$ cat src/rtl/c_subset_tokenizer_core_defines.svh
// assertion macros shared by the tokenizer rtl
// expects clk and arst_n in the scope of each use
`ifndef C_SUBSET_TOKENIZER_CORE_DEFINES_SVH
`define C_SUBSET_TOKENIZER_CORE_DEFINES_SVH

// property that holds at every edge outside reset
`define CTOK_ASSERT(lbl, prop, msg) \
	lbl: assert property (@(posedge clk) disable iff (!arst_n) (prop)) else $error(msg);

// consequent checked in the cycle after the antecedent
`define CTOK_ASSERT_NEXT(lbl, ante, cons, msg) \
	lbl: assert property (@(posedge clk) disable iff (!arst_n) (ante) |=> (cons)) else $error(msg);

`endif

$ cat src/rtl/ctok_pkg.sv
// types, token codes and character classifiers for the tokenizer
// no dependencies; used by ctok_lex, ctok_outq and the top module
package ctok_pkg;

	localparam int POS_W   = 32;
	localparam int LEN_MAX = 255;
	localparam int LEN_W   = $clog2(LEN_MAX + 1);

	typedef logic [4:0] kind_t;
	typedef logic [2:0] op_t;
	typedef logic [3:0] kw_t;

	// token kinds
	localparam kind_t TK_LBRACE  = 5'd0;
	localparam kind_t TK_RBRACE  = 5'd1;
	localparam kind_t TK_LPAREN  = 5'd2;
	localparam kind_t TK_RPAREN  = 5'd3;
	localparam kind_t TK_SEMI    = 5'd4;
	localparam kind_t TK_RETURN  = 5'd5;
	localparam kind_t TK_INT     = 5'd6;
	localparam kind_t TK_LITERAL = 5'd7;
	localparam kind_t TK_MINUS   = 5'd8;
	localparam kind_t TK_TILDE   = 5'd9;
	localparam kind_t TK_NOT     = 5'd10;
	localparam kind_t TK_PLUS    = 5'd11;
	localparam kind_t TK_STAR    = 5'd12;
	localparam kind_t TK_SLASH   = 5'd13;
	localparam kind_t TK_AND     = 5'd14;
	localparam kind_t TK_OR      = 5'd15;
	localparam kind_t TK_ASSIGN  = 5'd16;
	localparam kind_t TK_EQ      = 5'd17;
	localparam kind_t TK_NE      = 5'd18;
	localparam kind_t TK_LT      = 5'd19;
	localparam kind_t TK_LE      = 5'd20;
	localparam kind_t TK_GT      = 5'd21;
	localparam kind_t TK_GE      = 5'd22;
	localparam kind_t TK_PERCENT = 5'd23;
	localparam kind_t TK_IDENT   = 5'd24;
	localparam kind_t TK_ERROR   = 5'd25;
	localparam kind_t TK_NONE    = 5'd31;

	// held operator characters
	localparam op_t OP_NONE = 3'd0;
	localparam op_t OP_BANG = 3'd1;
	localparam op_t OP_EQ   = 3'd2;
	localparam op_t OP_LT   = 3'd3;
	localparam op_t OP_GT   = 3'd4;
	localparam op_t OP_AMP  = 3'd5;
	localparam op_t OP_BAR  = 3'd6;

	// keyword prefix tracking
	localparam kw_t KW_NONE   = 4'd0;
	localparam kw_t KW_R      = 4'd1;
	localparam kw_t KW_RETURN = 4'd6;
	localparam kw_t KW_I      = 4'd7;
	localparam kw_t KW_INT    = 4'd9;

	localparam logic [7:0] CH_ZERO = 8'd48;
	localparam logic [7:0] CH_NINE = 8'd57;
	localparam logic [7:0] CH_LF   = 8'h0a;

	typedef struct packed {
		logic [7:0] char_byte;
		logic       end_of_input;
	} ctok_in_t;

	typedef struct packed {
		logic [4:0]  token_kind;
		logic [31:0] token_start;
		logic [7:0]  token_length;
		logic [31:0] literal_value;
		logic        last_of_run;
	} ctok_out_t;

	// tokens handed from the lexer to the output queue in the same cycle
	typedef struct packed {
		logic [1:0] cnt;
		ctok_out_t  tok0;
		ctok_out_t  tok1;
	} ctok_push_t;

	function automatic kind_t punct_kind(input logic [7:0] ch);
		kind_t k;
		case (ch)
			"{":     k = TK_LBRACE;
			"}":     k = TK_RBRACE;
			"(":     k = TK_LPAREN;
			")":     k = TK_RPAREN;
			";":     k = TK_SEMI;
			"-":     k = TK_MINUS;
			"~":     k = TK_TILDE;
			"+":     k = TK_PLUS;
			"*":     k = TK_STAR;
			"/":     k = TK_SLASH;
			"%":     k = TK_PERCENT;
			default: k = TK_NONE;
		endcase
		return k;
	endfunction

	function automatic op_t op_code(input logic [7:0] ch);
		op_t p;
		case (ch)
			"!":     p = OP_BANG;
			"=":     p = OP_EQ;
			"<":     p = OP_LT;
			">":     p = OP_GT;
			"&":     p = OP_AMP;
			"|":     p = OP_BAR;
			default: p = OP_NONE;
		endcase
		return p;
	endfunction

	function automatic kind_t single_kind(input op_t p);
		kind_t k;
		case (p)
			OP_BANG: k = TK_NOT;
			OP_EQ:   k = TK_ASSIGN;
			OP_LT:   k = TK_LT;
			OP_GT:   k = TK_GT;
			OP_AMP:  k = TK_ERROR;
			OP_BAR:  k = TK_ERROR;
			default: k = TK_NONE;
		endcase
		return k;
	endfunction

	function automatic kind_t pair_kind(input op_t p, input logic [7:0] ch);
		kind_t k;
		k = TK_NONE;
		case (p)
			OP_BANG: if (ch == "=") k = TK_NE;
			OP_EQ:   if (ch == "=") k = TK_EQ;
			OP_LT:   if (ch == "=") k = TK_LE;
			OP_GT:   if (ch == "=") k = TK_GE;
			OP_AMP:  if (ch == "&") k = TK_AND;
			OP_BAR:  if (ch == "|") k = TK_OR;
			default: k = TK_NONE;
		endcase
		return k;
	endfunction

endpackage

$ cat src/rtl/ctok_lex.sv
// input register, lexer state and per-byte token logic
// depends on ctok_pkg and c_subset_tokenizer_core_defines.svh
`include "c_subset_tokenizer_core_defines.svh"

module ctok_lex (
	input  logic                  clk,
	input  logic                  arst_n,
	input  logic                  char_valid,
	output logic                  char_stall,
	input  ctok_pkg::ctok_in_t    char_data,
	input  logic [1:0]            room,
	output ctok_pkg::ctok_push_t  push
);

	logic                         valid_s1;
	ctok_pkg::ctok_in_t           data_s1;

	logic                         word_active_q;
	logic                         word_digits_q;
	ctok_pkg::kw_t                kw_q;
	logic [ctok_pkg::POS_W-1:0]   word_start_q;
	logic [ctok_pkg::LEN_W-1:0]   word_len_q;
	logic [31:0]                  acc_q;
	ctok_pkg::op_t                pend_op_q;
	logic [ctok_pkg::POS_W-1:0]   pend_pos_q;
	logic [ctok_pkg::POS_W-1:0]   stream_pos_q;

	logic [7:0]                   ch;
	logic                         eoi;
	logic [ctok_pkg::POS_W-1:0]   pos;
	logic                         is_digit;
	logic                         is_word;
	logic                         is_sep;
	ctok_pkg::kind_t              pk;
	ctok_pkg::op_t                opc;
	ctok_pkg::kind_t              dk;
	ctok_pkg::kind_t              sk;
	logic                         proc;
	ctok_pkg::op_t                p_mid;

	logic                         wa_u;
	logic                         wd_u;
	ctok_pkg::kw_t                kw_u;
	logic [ctok_pkg::POS_W-1:0]   ws_u;
	logic [ctok_pkg::LEN_W-1:0]   wl_u;
	logic [31:0]                  acc_u;
	logic [ctok_pkg::LEN_W-1:0]   wl_base;
	logic [31:0]                  acc_base;
	logic [35:0]                  acc_wide;
	logic                         w_valid;
	ctok_pkg::kind_t              w_kind;

	ctok_pkg::ctok_out_t          cand [4];
	logic [3:0]                   cv;
	logic [1:0]                   n;
	ctok_pkg::ctok_out_t          tok0;
	ctok_pkg::ctok_out_t          tok1;
	logic                         go;

	// next keyword prefix state for one more word character
	function automatic ctok_pkg::kw_t next_kw(input ctok_pkg::kw_t s, input logic [7:0] c,
			input logic first);
		logic [7:0]     expect_ch;
		ctok_pkg::kw_t  r;
		case (s)
			4'd1:    expect_ch = "e";
			4'd2:    expect_ch = "t";
			4'd3:    expect_ch = "u";
			4'd4:    expect_ch = "r";
			4'd5:    expect_ch = "n";
			4'd7:    expect_ch = "n";
			4'd8:    expect_ch = "t";
			default: expect_ch = 8'd0;
		endcase
		if (first) begin
			r = (c == "r") ? ctok_pkg::KW_R : ((c == "i") ? ctok_pkg::KW_I : ctok_pkg::KW_NONE);
		end else if (expect_ch != 8'd0 && c == expect_ch) begin
			r = 4'(s + 4'd1);
		end else begin
			r = ctok_pkg::KW_NONE;
		end
		return r;
	endfunction

	always_comb begin
		ch       = data_s1.char_byte;
		eoi      = data_s1.end_of_input;
		pos      = stream_pos_q;
		is_digit = ch inside {[ctok_pkg::CH_ZERO:ctok_pkg::CH_NINE]};
		is_word  = is_digit || (ch inside {["A":"Z"], ["a":"z"]}) || ch == "_";
		is_sep   = ch == " " || ch == ctok_pkg::CH_LF;
		pk       = ctok_pkg::punct_kind(ch);
		opc      = ctok_pkg::op_code(ch);
		dk       = ctok_pkg::pair_kind(pend_op_q, ch);
		sk       = ctok_pkg::single_kind(pend_op_q);
		// a completed pair swallows this byte
		proc     = dk == ctok_pkg::TK_NONE;

		// held operator, paired or flushed alone
		cand[0]               = '0;
		cand[0].token_kind    = proc ? sk : dk;
		cand[0].token_start   = 32'(pend_pos_q);
		cand[0].token_length  = proc ? 8'd1 : 8'd2;
		cv[0]                 = !proc || sk != ctok_pkg::TK_NONE;

		// word state including this byte if it extends the word
		wa_u     = word_active_q;
		wd_u     = word_digits_q;
		kw_u     = kw_q;
		ws_u     = word_start_q;
		wl_u     = word_len_q;
		acc_u    = acc_q;
		wl_base  = word_active_q ? word_len_q : '0;
		acc_base = word_active_q ? acc_q : '0;
		acc_wide = ({4'd0, acc_base} << 3) + ({4'd0, acc_base} << 1) + 36'(ch[3:0]);
		if (proc && is_word) begin
			wa_u  = 1'b1;
			if (!word_active_q) begin
				ws_u = pos;
			end
			kw_u  = next_kw(kw_q, ch, !word_active_q);
			wl_u  = (wl_base < ctok_pkg::LEN_W'(ctok_pkg::LEN_MAX)) ?
				ctok_pkg::LEN_W'(wl_base + 1'b1) : wl_base;
			if (is_digit) begin
				wd_u  = word_active_q ? word_digits_q : 1'b1;
				acc_u = (acc_wide[35:32] != 4'd0) ? 32'hffff_ffff : acc_wide[31:0];
			end else begin
				wd_u  = 1'b0;
				acc_u = acc_base;
			end
		end

		w_valid = wa_u && ((proc && (is_sep || pk != ctok_pkg::TK_NONE ||
			opc != ctok_pkg::OP_NONE)) || eoi);
		if (kw_u == ctok_pkg::KW_RETURN) begin
			w_kind = ctok_pkg::TK_RETURN;
		end else if (kw_u == ctok_pkg::KW_INT) begin
			w_kind = ctok_pkg::TK_INT;
		end else if (wd_u) begin
			w_kind = ctok_pkg::TK_LITERAL;
		end else begin
			w_kind = ctok_pkg::TK_IDENT;
		end
		cand[1]               = '0;
		cand[1].token_kind    = w_kind;
		cand[1].token_start   = 32'(ws_u);
		cand[1].token_length  = 8'(wl_u);
		cand[1].literal_value = (w_kind == ctok_pkg::TK_LITERAL) ? acc_u : 32'd0;
		cv[1]                 = w_valid;

		cand[2]               = '0;
		cand[2].token_kind    = pk;
		cand[2].token_start   = 32'(pos);
		cand[2].token_length  = 8'd1;
		cv[2]                 = proc && pk != ctok_pkg::TK_NONE;

		// operator started by this byte, flushed at end of input
		p_mid                 = (proc && opc != ctok_pkg::OP_NONE) ? opc : ctok_pkg::OP_NONE;
		cand[3]               = '0;
		cand[3].token_kind    = ctok_pkg::single_kind(p_mid);
		cand[3].token_start   = 32'(pos);
		cand[3].token_length  = 8'd1;
		cv[3]                 = eoi && p_mid != ctok_pkg::OP_NONE;

		// keep the first two candidates in order
		n    = 2'd0;
		tok0 = '0;
		tok1 = '0;
		for (int i = 0; i < 4; i++) begin
			if (cv[i]) begin
				if (n == 2'd0) begin
					tok0 = cand[i];
				end else if (n == 2'd1) begin
					tok1 = cand[i];
				end
				if (n != 2'd2) begin
					n = n + 2'd1;
				end
			end
		end
		if (n == 2'd1) begin
			tok0.last_of_run = 1'b1;
		end
		if (n == 2'd2) begin
			tok1.last_of_run = 1'b1;
		end

		go         = valid_s1 && (n <= room);
		char_stall = valid_s1 && !go;
		push.cnt   = go ? n : 2'd0;
		push.tok0  = tok0;
		push.tok1  = tok1;
	end

	always_ff @(posedge clk or negedge arst_n) begin
		if (!arst_n) begin
			valid_s1 <= 1'b0;
		end else if (char_valid && !char_stall) begin
			valid_s1 <= 1'b1;
		end else if (go) begin
			valid_s1 <= 1'b0;
		end
	end

	always_ff @(posedge clk) begin
		if (char_valid && !char_stall) begin
			data_s1 <= char_data;
		end
	end

	always_ff @(posedge clk or negedge arst_n) begin
		if (!arst_n) begin
			word_active_q <= 1'b0;
			word_digits_q <= 1'b1;
			kw_q          <= ctok_pkg::KW_NONE;
			word_start_q  <= '0;
			word_len_q    <= '0;
			acc_q         <= '0;
			pend_op_q     <= ctok_pkg::OP_NONE;
			pend_pos_q    <= '0;
			stream_pos_q  <= '0;
		end else if (go) begin
			word_start_q <= ws_u;
			if (w_valid) begin
				word_active_q <= 1'b0;
				word_digits_q <= 1'b1;
				kw_q          <= ctok_pkg::KW_NONE;
				word_len_q    <= '0;
				acc_q         <= '0;
			end else begin
				word_active_q <= wa_u;
				word_digits_q <= wd_u;
				kw_q          <= kw_u;
				word_len_q    <= wl_u;
				acc_q         <= acc_u;
			end
			pend_op_q <= eoi ? ctok_pkg::OP_NONE : p_mid;
			if (p_mid != ctok_pkg::OP_NONE) begin
				pend_pos_q <= pos;
			end
			stream_pos_q <= eoi ? '0 : ctok_pkg::POS_W'(pos + 1'b1);
		end
	end

	`CTOK_ASSERT(a_len_tracks_word, word_active_q == (word_len_q != '0), "word length out of step with word activity")
	`CTOK_ASSERT_NEXT(a_s1_holds, valid_s1 && !go, valid_s1 && $stable(data_s1), "stalled input register changed")
	`CTOK_ASSERT(a_push_needs_item, (push.cnt == 2'd0) || valid_s1, "tokens pushed without a registered byte")

endmodule

$ cat src/rtl/ctok_outq.sv
// two-entry token queue driving the result channel
// depends on ctok_pkg and c_subset_tokenizer_core_defines.svh
`include "c_subset_tokenizer_core_defines.svh"

module ctok_outq (
	input  logic                  clk,
	input  logic                  arst_n,
	input  ctok_pkg::ctok_push_t  push,
	output logic [1:0]            room,
	output logic                  tok_valid,
	input  logic                  tok_stall,
	output ctok_pkg::ctok_out_t   tok_data
);

	ctok_pkg::ctok_out_t  slot_q [2];
	logic                 rd_q;
	logic                 wr_q;
	logic [1:0]           cnt_q;
	logic                 pop;

	assign tok_valid = cnt_q != 2'd0;
	assign tok_data  = slot_q[rd_q];
	assign pop       = tok_valid && !tok_stall;
	// a token leaving this cycle frees its slot for the lexer
	assign room      = 2'd2 - cnt_q + {1'b0, pop};

	always_ff @(posedge clk or negedge arst_n) begin
		if (!arst_n) begin
			rd_q  <= 1'b0;
			wr_q  <= 1'b0;
			cnt_q <= 2'd0;
		end else begin
			rd_q  <= rd_q ^ pop;
			wr_q  <= wr_q ^ push.cnt[0];
			cnt_q <= cnt_q + push.cnt - {1'b0, pop};
		end
	end

	always_ff @(posedge clk) begin
		if (push.cnt != 2'd0) begin
			slot_q[wr_q] <= push.tok0;
		end
		if (push.cnt == 2'd2) begin
			slot_q[~wr_q] <= push.tok1;
		end
	end

	`CTOK_ASSERT(a_cnt_range, cnt_q != 2'd3, "token queue count out of range")
	`CTOK_ASSERT(a_no_overflow, push.cnt <= room, "more tokens pushed than the queue can hold")
	`CTOK_ASSERT_NEXT(a_push_shows, (cnt_q == 2'd0) && (push.cnt != 2'd0), tok_valid, "pushed token not presented")

endmodule

$ cat src/rtl/c_subset_tokenizer_core.sv
// tokenizer for a small c subset, one source byte per request
// usage notes below; depends on ctok_pkg, ctok_lex and ctok_outq
//
// char channel: one byte per request (char_data.char_byte), with
//   char_data.end_of_input marking the last byte of a source stream;
//   pending word and held operator are flushed on that byte and the
//   byte position counter restarts at zero for the next stream
// tok channel: one token per request (kind, start, length, literal
//   value); last_of_run marks the final token caused by a given byte
// a byte may cause zero, one or two tokens
// an accepted byte is held in the input register and decoded there; its
//   tokens are written into the token queue, which offers them on tok_valid
// throughput: one byte per cycle while the token queue has room; the result
//   port moves one token per cycle while tok_stall is low, and the tokens of a
//   byte giving two are held in the two-slot token queue in front of the tok channel
// stall on tok backs up into the queue; once the queue cannot take the
//   tokens of the registered byte, char_stall rises until it can
// reset: no pending word or operator, queue empty, position zero

module c_subset_tokenizer_core (
	input  logic                 clk,
	input  logic                 arst_n,
	input  logic                 char_valid,
	output logic                 char_stall,
	input  ctok_pkg::ctok_in_t   char_data,
	output logic                 tok_valid,
	input  logic                 tok_stall,
	output ctok_pkg::ctok_out_t  tok_data
);

	ctok_pkg::ctok_push_t  push;
	logic [1:0]            room;

	ctok_lex u_lex (
		.clk        (clk),
		.arst_n     (arst_n),
		.char_valid (char_valid),
		.char_stall (char_stall),
		.char_data  (char_data),
		.room       (room),
		.push       (push)
	);

	ctok_outq u_outq (
		.clk       (clk),
		.arst_n    (arst_n),
		.push      (push),
		.room      (room),
		.tok_valid (tok_valid),
		.tok_stall (tok_stall),
		.tok_data  (tok_data)
	);

endmodule

$ cat config.mk
export PLATFORM = sky130hd
export DESIGN_NAME = c_subset_tokenizer_core
export DESIGN_NICKNAME = d
export VERILOG_FILES = /design/src/rtl/ctok_pkg.sv /design/src/rtl/ctok_lex.sv /design/src/rtl/ctok_outq.sv /design/src/rtl/c_subset_tokenizer_core.sv
export VERILOG_INCLUDE_DIRS = /design/src /design/src/rtl
export SDC_FILE = /design/constraint.sdc
export NUM_CORES = 1
export LEC_CHECK = 0
export ABC_AREA = 1
export BUFFER_PORTS_ARGS = -buffer_cell sky130_fd_sc_hd__buf_2
export CAP_MARGIN = 20
export CORE_ASPECT_RATIO = 1.2
export CORE_UTILIZATION = 40
export DETAILED_ROUTE_END_ITERATION = 8
export PLACE_DENSITY_LB_ADDON = 0.3
export REMOVE_ABC_BUFFERS = 1
export SYNTH_ARGS = -nofsm -noshare
export SYNTH_HDL_FRONTEND = slang
export SYNTH_SLANG_ARGS = --single-unit
$ cat constraint.sdc
create_clock -name clk -period 11.2 [get_ports clk]
set_clock_uncertainty 0.1 [all_clocks]
set_input_delay 0.56 -clock clk [delete_from_list [all_inputs] [get_ports clk]]
set_output_delay 0.56 -clock clk [all_outputs]
set_load 0.05 [all_outputs]
==> key figures, run 1 <==
Global route
  – Largest net degree at the start of global routing: 83
  – Grt total ovfl: 0
  – GRT Total Usage: 23.2%
  – Vias in the first global route: approximately 18000
  – Initial antenna violation count: 0
  – First-pass GRT wire length: 97700 um

Final layout
  – Antenna diode count: 0
  – Layout cells sized above 1: 7.92%
  – Nets: 2924
  – Non-filler instance count after layout: around 3500
  – Post-route core utilization: 44.5%
  – Post-Layout Inst Area: 0.0225 mm2
  – Synthesis-to-finish area growth: 9.31%
  – Most common cell after layout, fill and taps aside: nand2_1
  – Commonest cells after routing, fill and taps aside: 989 x nand2_1, 264 x inv_1, 250 x nand3_1
  – Fill cells: 5076

STA
  – Hold_ws: ~0.079 ns
  – Max Fclk: 0.134 GHz
  – Slew HR: 25.0%
  – Setup violations, final: 0
  – RSZ-0062 raised after global routing: no
  – Tcrit/Tclk final: 66.4%
  – Setup TNS: 0 ns
  – Min cycle time layout: 7.44 ns
  – Hold Vio Cnt, Final: 0
  – Worst-Margin Slew: approximately 1.1 ns
  – Max Slew Vio Count: 0
  – Final worst slack: 3.76 ns

Critical path
  – Setup slack, reg-to-reg: roughly 3.8 ns
  – Crit-path most repeated cell: inv_1
  – WS Path Type: flop to flop
  – CP max FO: between 50 and 60
  – R2r worst-path depth: 33
  – Slowest-stage cell, CP: buf_4
  – WP data required: 11.51 ns
  – Startpoint types: flop
  – R2r endpoint: u_outq.slot_q[1][25]
  – Nature of the critical path endpoint: flop
  – Worst r2r src: u_lex.ch[2]
  – Arr. time, crit path: 7.75 ns
  – Critical Path Max Stage Delay: 0.69 ns

Synth
  – Yosys warns: 0
  – Post-synthesis register bit count: 315
  – Distinct cells, synth: 51
  – Mapped cell area: slightly above 0.02 mm2
  – Ys flop type: edfxtp_1
  – Mean Syn Cell Area: 7.31 um2
  – FFs w/ async S/R, synth: 47.6%
  – Post-synth EDFFs: 165
  – Cells after Synth: 2817
  – Sequential share of the synthesized area: a little over two fifths

Clock tree
  – Root buf cell: clkbuf_16
  – CTS resizes: 0
  – Clock transition at path regs: 0.06 ns
  – Clock latency on the worst-skew pair: 0.56 ns
  – Sink Count: 315
  – TritonCTS Buffers: 34
  – CTS tree: built
  – H-tree depth: 2
  – Bufs on Longest Clock Path: 3

Placed design
  – Placed cell count: 3433
  – Placed inst area: around 0.021 mm2
  – Post-DP HPWL: 40400 um
  – Dpl ws: 3.35 ns
  – I/O Buffers: a little over 90
  – Placer Congestion: 0.933

Worst hold path
  – Hold Path Sink: u_lex.ch[3]
  – Hold path start: char_data[4]
  – Hold Path Class: primary input to flop
  – Worst Hold Depth: 1

Route
  – DRC viols: 0
  – Routed WL: around 60000 um
  – Number of iterations in the first detailed-routing pass: 6
  – Vias/cell: 5.43
  – Antenna viol nets, final: 0
  – Via Count: roughly 19000
  – Wire length per cell: 17.5 um
  – DR iter-0 viols: 1518

Power and ir drop
  – P per Cell Area: 237 mW/mm2
  – Design Power: 5.33 mW
  – Maximum vdd drop: 205 uV
  – Pleak: 10.7 nW

Die
  – # rows: 90
  – Initial Utilization: 40.7%
  – Die H: 251 um
  – Core area: 0.0506 mm2
  – Die area: 0.0524 mm2
  – Ports: 93
  – Die W: 209 um

Status
  – Status: completed

Flow run
  – Max-cap violations: 0
critical path, delay by kind of cell, from the launching register on:
family	cells	cell delay (ns)
AOI/OAI and AO/OA	3	0.37
adders and majority gates	3	0.89
buffers and inverters	13	3.27
DFF	1	0.52
and+or+nand+nor	14	2.04
cell families (layout without fill, tap and decap cells):
family	after synthesis	in the layout	share of synthesized area, %
AO/OA/AOI/OAI	442	442	12.1
XOR/XNOR	37	37	1.57
adder cells (fa/ha/maj)	82	82	5.02
buffers and inverters	438	476	8.80
flip-flops	315	315	42.3
AND/OR/NAND/NOR	1503	1503	30.2
cells in the mapped netlist (all sizes together) (2+ instances only):
master / n / area share [%]
a211oi: 2 / 0.073
a21boi: 2 / 0.073
a21o: 7 / 0.26
a21oi: 79 / 1.9
a31oi: 7 / 0.21
buf: 61 / 1.9
clkbuf: 80 / 1.5
clkinv: 8 / 0.15
dfrtp: 149 / 18
edfxtp: 165 / 24
ha: 81 / 4.9
inv: 289 / 5.3
nand2: 997 / 18
nand3: 256 / 6.3
nand3b: 4 / 0.15
nand4: 16 / 0.49
nor2: 189 / 3.8
nor3: 29 / 0.78
nor4: 6 / 0.21
o211ai: 35 / 1.3
o21ai: 216 / 5.3
o21bai: 8 / 0.29
o22ai: 77 / 2.3
o31ai: 3 / 0.11
or2: 4 / 0.12
xnor2: 10 / 0.43
xor2: 27 / 1.1
worst max path at each step:
stage	from	endpoint	slack, ns	depth (start not counted)
floorplan	u_lex.ch[2]	u_outq.slot_q[0][0]	-0.55	25
global placement	u_lex.ch[2]	u_outq.slot_q[1][25]	3.60	33
detailed placement	u_lex.ch[2]	u_outq.slot_q[1][25]	3.35	33
CTS	u_lex.ch[2]	u_outq.slot_q[1][25]	3.32	33
global route	u_lex.ch[2]	u_outq.slot_q[1][29]	3.11	33
finish	u_lex.ch[2]	u_outq.slot_q[1][25]	3.76	33
sequential cells by signal, summed over array words and instances (netlist names), 2 cells and up:
name                cells
u_lex.acc_q            32
u_lex.ch                8
u_lex.kw_q              4
u_lex.pend_op_q         3
u_lex.pend_pos_q       32
u_lex.pos              32
u_lex.word_len_q        8
u_lex.word_start_q     32
u_outq.cnt_q            2
u_outq.slot_q         156
what timing repair did:
item	CTS	global route
setup buffers	0	0
hold endpoints to repair	67	0
hold buffers	1	0
setup endpoints to repair	0	0
power breakdown:
group	total (mW)	switching [mW]	internal (mW)
Combinational	2.56	2.04	0.516
Sequential	1.69	0.117	1.57
Clock	1.09	0.481	0.610
routing by layer:
layer | track usage [%] | wire, um | up-vias
met4 | 10.8 | 2510 | 0
met3 | 2.67 | 2970 | 133
met1 | 28.6 | 25100 | 8983
met2 | 40.4 | 30500 | 586
li1 | - | - | 9292
met5 | 0 | 0 | -
final cells by class:
class,count,area (um2),area share [%]
Multi-Input combinational cell,2064,10100,44.9
Sequential cell,315,8710,38.7
Inverter,297,1110,4.95
Clock buffer,57,987,4.39
Tap cell,644,806,3.58
Timing Repair Buffer,117,702,3.12
Clock inverter,5,68.8,0.306
(Power assumes the default switching activity.)
==> run 2, diff against run 1 <==
ABC_AREA = 0   (was 1)
clock period = 6 ns   (was 11.2 ns; I/O delays follow)
==> key figures, run 2 <==
Status
  – Status: completed

Final layout
  – Biggest register: u_outq.slot_q
  – Largest register FFs: 156
  – Most common cell after layout, fill and taps aside: nor2_1
  – Antenna diode count: 0
  – Layout cells sized above 1: 22.0%
  – Commonest cells after routing, fill and taps aside: 194 x nor2_1, 168 x nand2_1, 165 x edfxtp_1
  – Post-route core utilization: between 40% and 50%
  – Nets: roughly 2100
  – Fill cells: 4467
  – Non-filler instance count after layout: between 2000 and 3000
  – Synthesis-to-finish area growth: 15.0%
  – Post-Layout Inst Area: about 0.022 mm2

Synth
  – Post-synth top area cell: edfxtp_1
  – Synth top area share: around 25%
  – Ys flop type: edfxtp_1
  – Sequential share of the synthesized area: around 45%
  – Mapped cell area: 0.0195 mm2
  – Post-synthesis register bit count: 315
  – Distinct cells, synth: 85
  – Cell with the most instances after synthesis: nor2_1
  – Largest cells by area after synthesis: edfxtp_1 25%, dfrtp_1 19%, mux2_2 8.8%
  – Mean Syn Cell Area: 10.1 um2
  – Yosys warns: 0
  – Commonest cells in the netlist: 197 x nor2_1, 169 x nand2_1, 165 x edfxtp_1, 153 x mux2_2, 149 x dfrtp_1
  – Cells after Synth: 1936
  – Post-synth EDFFs: 165
  – FFs w/ async S/R, synth: 47.6%

Global route
  – Vias in the first global route: 15900
  – First-pass GRT wire length: 87200 um
  – GRT Total Usage: between 20% and 30%
  – Largest net degree at the start of global routing: 91
  – Initial antenna violation count: 0
  – Grt total ovfl: 0

Worst hold path
  – Hold path start: tok_stall
  – Worst Hold Depth: 3
  – Hold Path Sink: u_outq.rd_q
  – Hold Path Class: primary input to flop

Critical path
  – Startpoint types: flop
  – Nature of the critical path endpoint: flop
  – WP data required: 6.20 ns
  – R2r worst-path depth: 22
  – Critical-path cell list: or4b_4 -> buf_4 -> nor4_2 -> buf_4 -> nor3_1 -> a22oi_2 -> o21a_1 -> inv_2 -> ha_1 -> mux2_2 -> ha_1 -> mux2i_2 -> ha_1 -> nor2b_1 -> o21ai_1 -> buf_4 -> and2_1 -> nand2_1 -> a211oi_4 -> buf_4 -> buf_4 -> mux2_2
  – WS Path Type: flop to flop
  – Setup slack, reg-to-reg: 0.18 ns
  – Worst r2r src: u_lex.ch[4]
  – R2r endpoint: u_outq.slot_q[0][75]
  – Critical Path Max Stage Delay: 0.59 ns
  – CP max FO: 31
  – Arr. time, crit path: between 6 and 7 ns
  – Slowest-stage cell, CP: or4b_4
  – Crit-path most repeated cell: buf_4

Flow run
  – Max-cap violations: 0

STA
  – Hold_ws: 0.0207 ns
  – Max Fclk: 0.172 GHz
  – Final worst slack: around 0.18 ns
  – Max Slew Vio Count: 0
  – Worst-Margin Slew: just over 1 ns
  – Setup TNS: 0 ns
  – Slew HR: between 30% and 40%
  – Setup violations, final: 0
  – Min cycle time layout: 5.82 ns
  – Hold Vio Cnt, Final: 0
  – Tcrit/Tclk final: 96.9%

Route
  – Routed WL: about 55000 um
  – Antenna viol nets, final: 0
  – Wire length per cell: 20.5 um
  – DR iter-0 viols: approximately 970
  – DRC viols: 0
  – Vias/cell: around 5.9
  – Number of iterations in the first detailed-routing pass: 8
  – Via Count: 15800

Placed design
  – Placed inst area: approximately 0.021 mm2
  – Placed cell count: roughly 2600
  – Placer Congestion: roughly 0.91
  – Dpl ws: -0.112 ns
  – I/O Buffers: 92
  – Post-DP HPWL: 36500 um

Clock tree
  – H-tree depth: 2
  – Bufs on Longest Clock Path: 3
  – TritonCTS Buffers: 36
  – Root buf cell: clkbuf_16
  – Clock latency on the worst-skew pair: around 0.56 ns
  – CTS tree: built
  – Sink Count: 315
  – Clock transition at path regs: around 0.07 ns

Die
  – Die W: 204 um
  – Ports: just over 90
  – Initial Utilization: approximately two fifths
  – # rows: 88
  – Die area: around 0.050 mm2
  – Die H: 244 um
  – Core area: between 0.04 and 0.05 mm2

Power and ir drop
  – Maximum vdd drop: 507 uV
  – Design Power: between 10 and 15 mW
  – P per Cell Area: around 530 mW/mm2
  – Pleak: roughly 9.5 nW
==> run 2: changes by cell type after synthesis, sizes merged, moves of 30 or more <==
cell / previous run / this run
buf: 61 / 28
a22o: 0 / 38
inv: 289 / 41
o21ai: 216 / 62
a221o: 0 / 68
clkbuf: 80 / 116
o22ai: 77 / 8
nand2: 997 / 170
and3: 0 / 67
and2: 0 / 60
nand3: 256 / 52
mux2: 0 / 153
o211ai: 35 / 5
==> run 2: power by group <==
part,total (mW),leakage [nW],internal [mW],switching [mW]
combinational,6.33,5.30,1.88,4.45
clock,2.17,0.562,1.24,0.929
sequential,3.44,3.61,3.10,0.341
==> run 2: logic make-up (layout without fill, tap and decap cells) <==
group                    count (synthesis)  count (layout)  synth area share, %
AO/OA/AOI/OAI                          432             432                 16.7
XOR/XNOR                                61              61                 2.74
adder cells (fa/ha/maj)                 82              82                 5.30
buffers and inverters                  186             303                 3.77
flip-flops                             315             315                 44.7
multiplexers                           168             168                 9.61
AND/OR/NAND/NOR                        692             692                 17.2
==> run 2: per-layer routing <==
layer | up-vias | global-route usage (%) | wire length (um) | share of wire, %
li1 | 7403 | - | - | -
met1 | 7928 | 26.6 | 22600 | 41
met2 | 422 | 40.3 | 28400 | 52
met5 | - | 0 | 0 | 0
met3 | 88 | 3.17 | 2650 | 4.8
met4 | 0 | 7.76 | 1460 | 2.6
==> run 2: area by class of cell <==
cell class	count	area, um2	area share [%]
Multi-Input combinational cell	1435	10200	45.5
Sequential cell	315	8710	38.9
Timing Repair Buffer	195	1410	6.30
Clock buffer	52	1020	4.55
Tap cell	630	788	3.52
Inverter	42	158	0.703
Clock inverter	14	135	0.603
==> run 2: worst max-delay path by stage <==
stage / startpoint / end / slack, ns / cells after the start
3_5_place_dp: u_lex.ch[0] / u_outq.slot_q[1][75] / -0.11 / 19
5_1_grt: u_lex.ch[6] / u_outq.slot_q[0][64] / -0.02 / 24
4_1_cts: u_lex.ch[6] / u_outq.slot_q[1][52] / 0.05 / 22
6_report: u_lex.ch[4] / u_outq.slot_q[0][75] / 0.18 / 22
3_3_place_gp: u_lex.ch[3] / u_outq.slot_q[1][75] / -0.13 / 18
2_1_floorplan: u_lex.ch[1] / u_outq.slot_q[1][0] / -4.75 / 16
==> run 2: critical path: cells and delay by family, from the launching register on <==
kind,cells,cell delay [ns]
simple gates,6,1.24
buf+inv,6,1.11
compound gates,4,0.94
mux,3,0.89
fa+ha+maj,3,0.79
flops,1,0.47
==> run 2: repair_timing <==
item	CTS	global route
gates resized for setup	3	12
endpoints found under the setup margin	105	150
hold endpoints to repair	74	0
gates cloned	0	0
buffers inserted	0	9
hold buffers	11	0
pin swaps	0	5
==> run 3, diff against run 2 <==
BUFFER_PORTS_ARGS = -buffer_cell sky130_fd_sc_hd__buf_4   (was -buffer_cell sky130_fd_sc_hd__buf_2)
CELL_PAD_IN_SITES_DETAIL_PLACEMENT = 2   (was not set)
CELL_PAD_IN_SITES_GLOBAL_PLACEMENT = 2   (was not set)
CORE_UTILIZATION = 37   (was 40)
RECOVER_POWER = 25   (was not set)
==> key figures, run 3 (synthesis gave the netlist of run 2 again) <==
Clock tree
  – H-tree depth: 2
  – Sink Count: 315
  – Bufs on Longest Clock Path: 3
  – Clock transition at path regs: about 0.070 ns
  – Clock latency on the worst-skew pair: 0.58 ns
  – CTS tree: built
  – TritonCTS Buffers: 38
  – Root buf cell: clkbuf_16

Placed design
  – Post-DP HPWL: about 45000 um
  – Placed inst area: 0.0214 mm2
  – I/O Buffers: about 90
  – Placer Congestion: 0.841

Final layout
  – Fill cells: 5426
  – Storage cell area: 0.00871 mm2
  – Commonest cells after routing, fill and taps aside: 191 x nor2_1, 167 x nand2_1, 165 x edfxtp_1
  – Nets: 2135
  – Layout cells sized above 1: 22.4%
  – Post-Layout Inst Area: 0.0230 mm2
  – Antenna diode count: 0
  – Largest register FFs: between 150 and 200
  – Synthesis-to-finish area growth: 18.0%
  – Biggest register: u_outq.slot_q
  – Most common cell after layout, fill and taps aside: nor2_1
  – Footprint of the multi-input gates: approximately 0.010 mm2

Critical path
  – Slowest-stage cell, CP: edfxtp_1
  – Arr. time, crit path: about 6.0 ns
  – Buf/Inv on CP: 4
  – Setup slack, reg-to-reg: about 0.26 ns
  – Worst r2r src: u_lex.ch[4]
  – R2r endpoint: u_outq.slot_q[0][59]
  – WS Path Type: flop to flop
  – Crit path depth: 23
  – R2r worst-path depth: 23
  – CP max FO: 22
  – Critical Path Max Stage Delay: approximately 0.41 ns
  – Critical-path cell list: buf_6 -> nor4b_4 -> nand4_1 -> o32ai_2 -> or3_4 -> a22oi_2 -> o21a_1 -> ha_1 -> o21ai_0 -> ha_4 -> mux2i_2 -> ha_1 -> nor2b_1 -> o21ai_1 -> buf_4 -> and2_1 -> nand2_2 -> a211oi_4 -> buf_6 -> mux2i_2 -> o21ai_2 -> buf_12 -> a221o_1
  – Startpoint types: flop
  – Nature of the critical path endpoint: flop
  – Cell family with the largest share of critical-path delay: compound AO/OA/AOI/OAI gates
  – WP data required: just over 6 ns

Power and ir drop
  – Pleak: 9.62 nW
  – Maximum vdd drop: 536 uV
  – P per Cell Area: 550 mW/mm2
  – Design Power: 12.7 mW

STA
  – Max Slew Vio Count: 151
  – Slew HR: -73.1%
  – Hold Vio Cnt, Final: 0
  – Worst-Margin Slew: 2.60 ns
  – Setup violations, final: 0
  – Tcrit/Tclk final: 95.7%
  – Min cycle time layout: around 5.7 ns
  – Max Fclk: 0.174 GHz

Die
  – # rows: 91
  – Initial Utilization: 37.7%
  – Ports: 93
  – Core area: 0.0517 mm2
  – Die W: 212 um
  – Die area: approximately 0.054 mm2
  – Die H: ~250 um

Route
  – Wire length per cell: 24.2 um
  – Met1 Routed Length: about 27000 um
  – Routed WL: 66800 um
  – Uppermost layer routed: met4
  – Via Count: between 15000 and 20000
  – DR iter-0 viols: between 600 and 700
  – Antenna viol nets, final: 0
  – Met3 routed WL: between 1500 and 2000 um
  – Vias/cell: 5.88
  – DRC viols: 0
  – Number of iterations in the first detailed-routing pass: 5
  – DR WL met2: 35900 um

Worst hold path
  – Hold Path Class: primary input to flop
  – Worst Hold Depth: 3
  – Hold path start: char_valid
  – Hold Path Sink: u_lex.valid_s1

Flow run
  – Max-cap violations: 3

Global route
  – Largest net degree at the start of global routing: 91
  – First-pass GRT wire length: 105000 um
  – Initial antenna violation count: 0
  – Vias in the first global route: between 15000 and 20000
  – Grt total ovfl: 0
  – GRT Total Usage: 25.3%

Status
  – Status: complete, but fails checks
  – Failing checks: max-capacitance violations, max-slew violations
[run 3: cell count changes in the layout (fill, tap and decap cells not counted), sizes merged]
cell / before / now
clkbuf: 52 / 78
buf: 184 / 175
clkinv: 8 / 7
clkinvlp: 2 / 3
dlygate4sd3: 11 / 12
inv: 45 / 44
[run 3: worst max-delay path by stage]
stage | startpoint | end | slack (ns)
after global routing | u_lex.ch[4] | u_outq.slot_q[0][48] | -0.03
after CTS | u_lex.ch[4] | u_lex.pos[26] | 0.003
after global placement | u_lex.ch[4] | u_lex.pos[24] | -0.20
after floorplan | u_lex.ch[1] | u_outq.slot_q[1][0] | -4.75
after detailed placement | u_lex.ch[4] | u_lex.pos[26] | -0.43
final | u_lex.ch[4] | u_outq.slot_q[0][59] | 0.26
[run 3: worst min-delay path, stage by stage]
cell and delay (ns):
dlygate4sd3_1 0.53, buf_4 0.10, nand2b_1 0.08
[run 3: report_power, final]
group	total [mW]	switching [mW]	internal (mW)	leakage, nW
combinational	6.82	4.69	2.13	5.41
clock	2.33	0.977	1.35	0.605
sequential	3.51	0.411	3.10	3.61
[run 3: layout make-up]
cell class                      instances  share of cell area, %
Timing Repair Buffer                  208                   7.54
Tap cell                              697                   3.79
Clock buffer                           57                   4.88
Multi-Input combinational cell       1435                   44.7
Clock inverter                         13                  0.549
Sequential cell                       315                   37.9
Inverter                               42                  0.702
[run 3: timing repair]
item	CTS	global route
buffers inserted	12	4
pin swaps	4	5
hold buffers	12	0
resized for setup	16	22
endpoints found under the setup margin	121	142
hold endpoints to repair	54	0
[run 3: metrics by stage]
stage | setup WS, ns | instances | TNS [ns] | util (%) | hold WS [ns]
after global routing | -0.0286 | 2767 | -0.369 | 44.5 | 0.392
after detailed placement | -0.432 | 2669 | -16.77 | 41.4 | 0.158
after floorplan | -4.75 | 1792 | -1525.82 | - | -0.0956
after CTS | 0.00314 | 2763 | 0 | 44.3 | 0.112
after global placement | -0.201 | 2669 | -1.12 | 41.4 | 0.158
final | 0.261 | 2767 | 0 | 44.5 | 0.393
[run 3: metal layers]
layer	global-route usage [%]	vias to the layer above
met2	48.0	270
li1	-	7415
met4	7.95	0
met3	3.04	108
met1	29.2	8482
met5	0	-
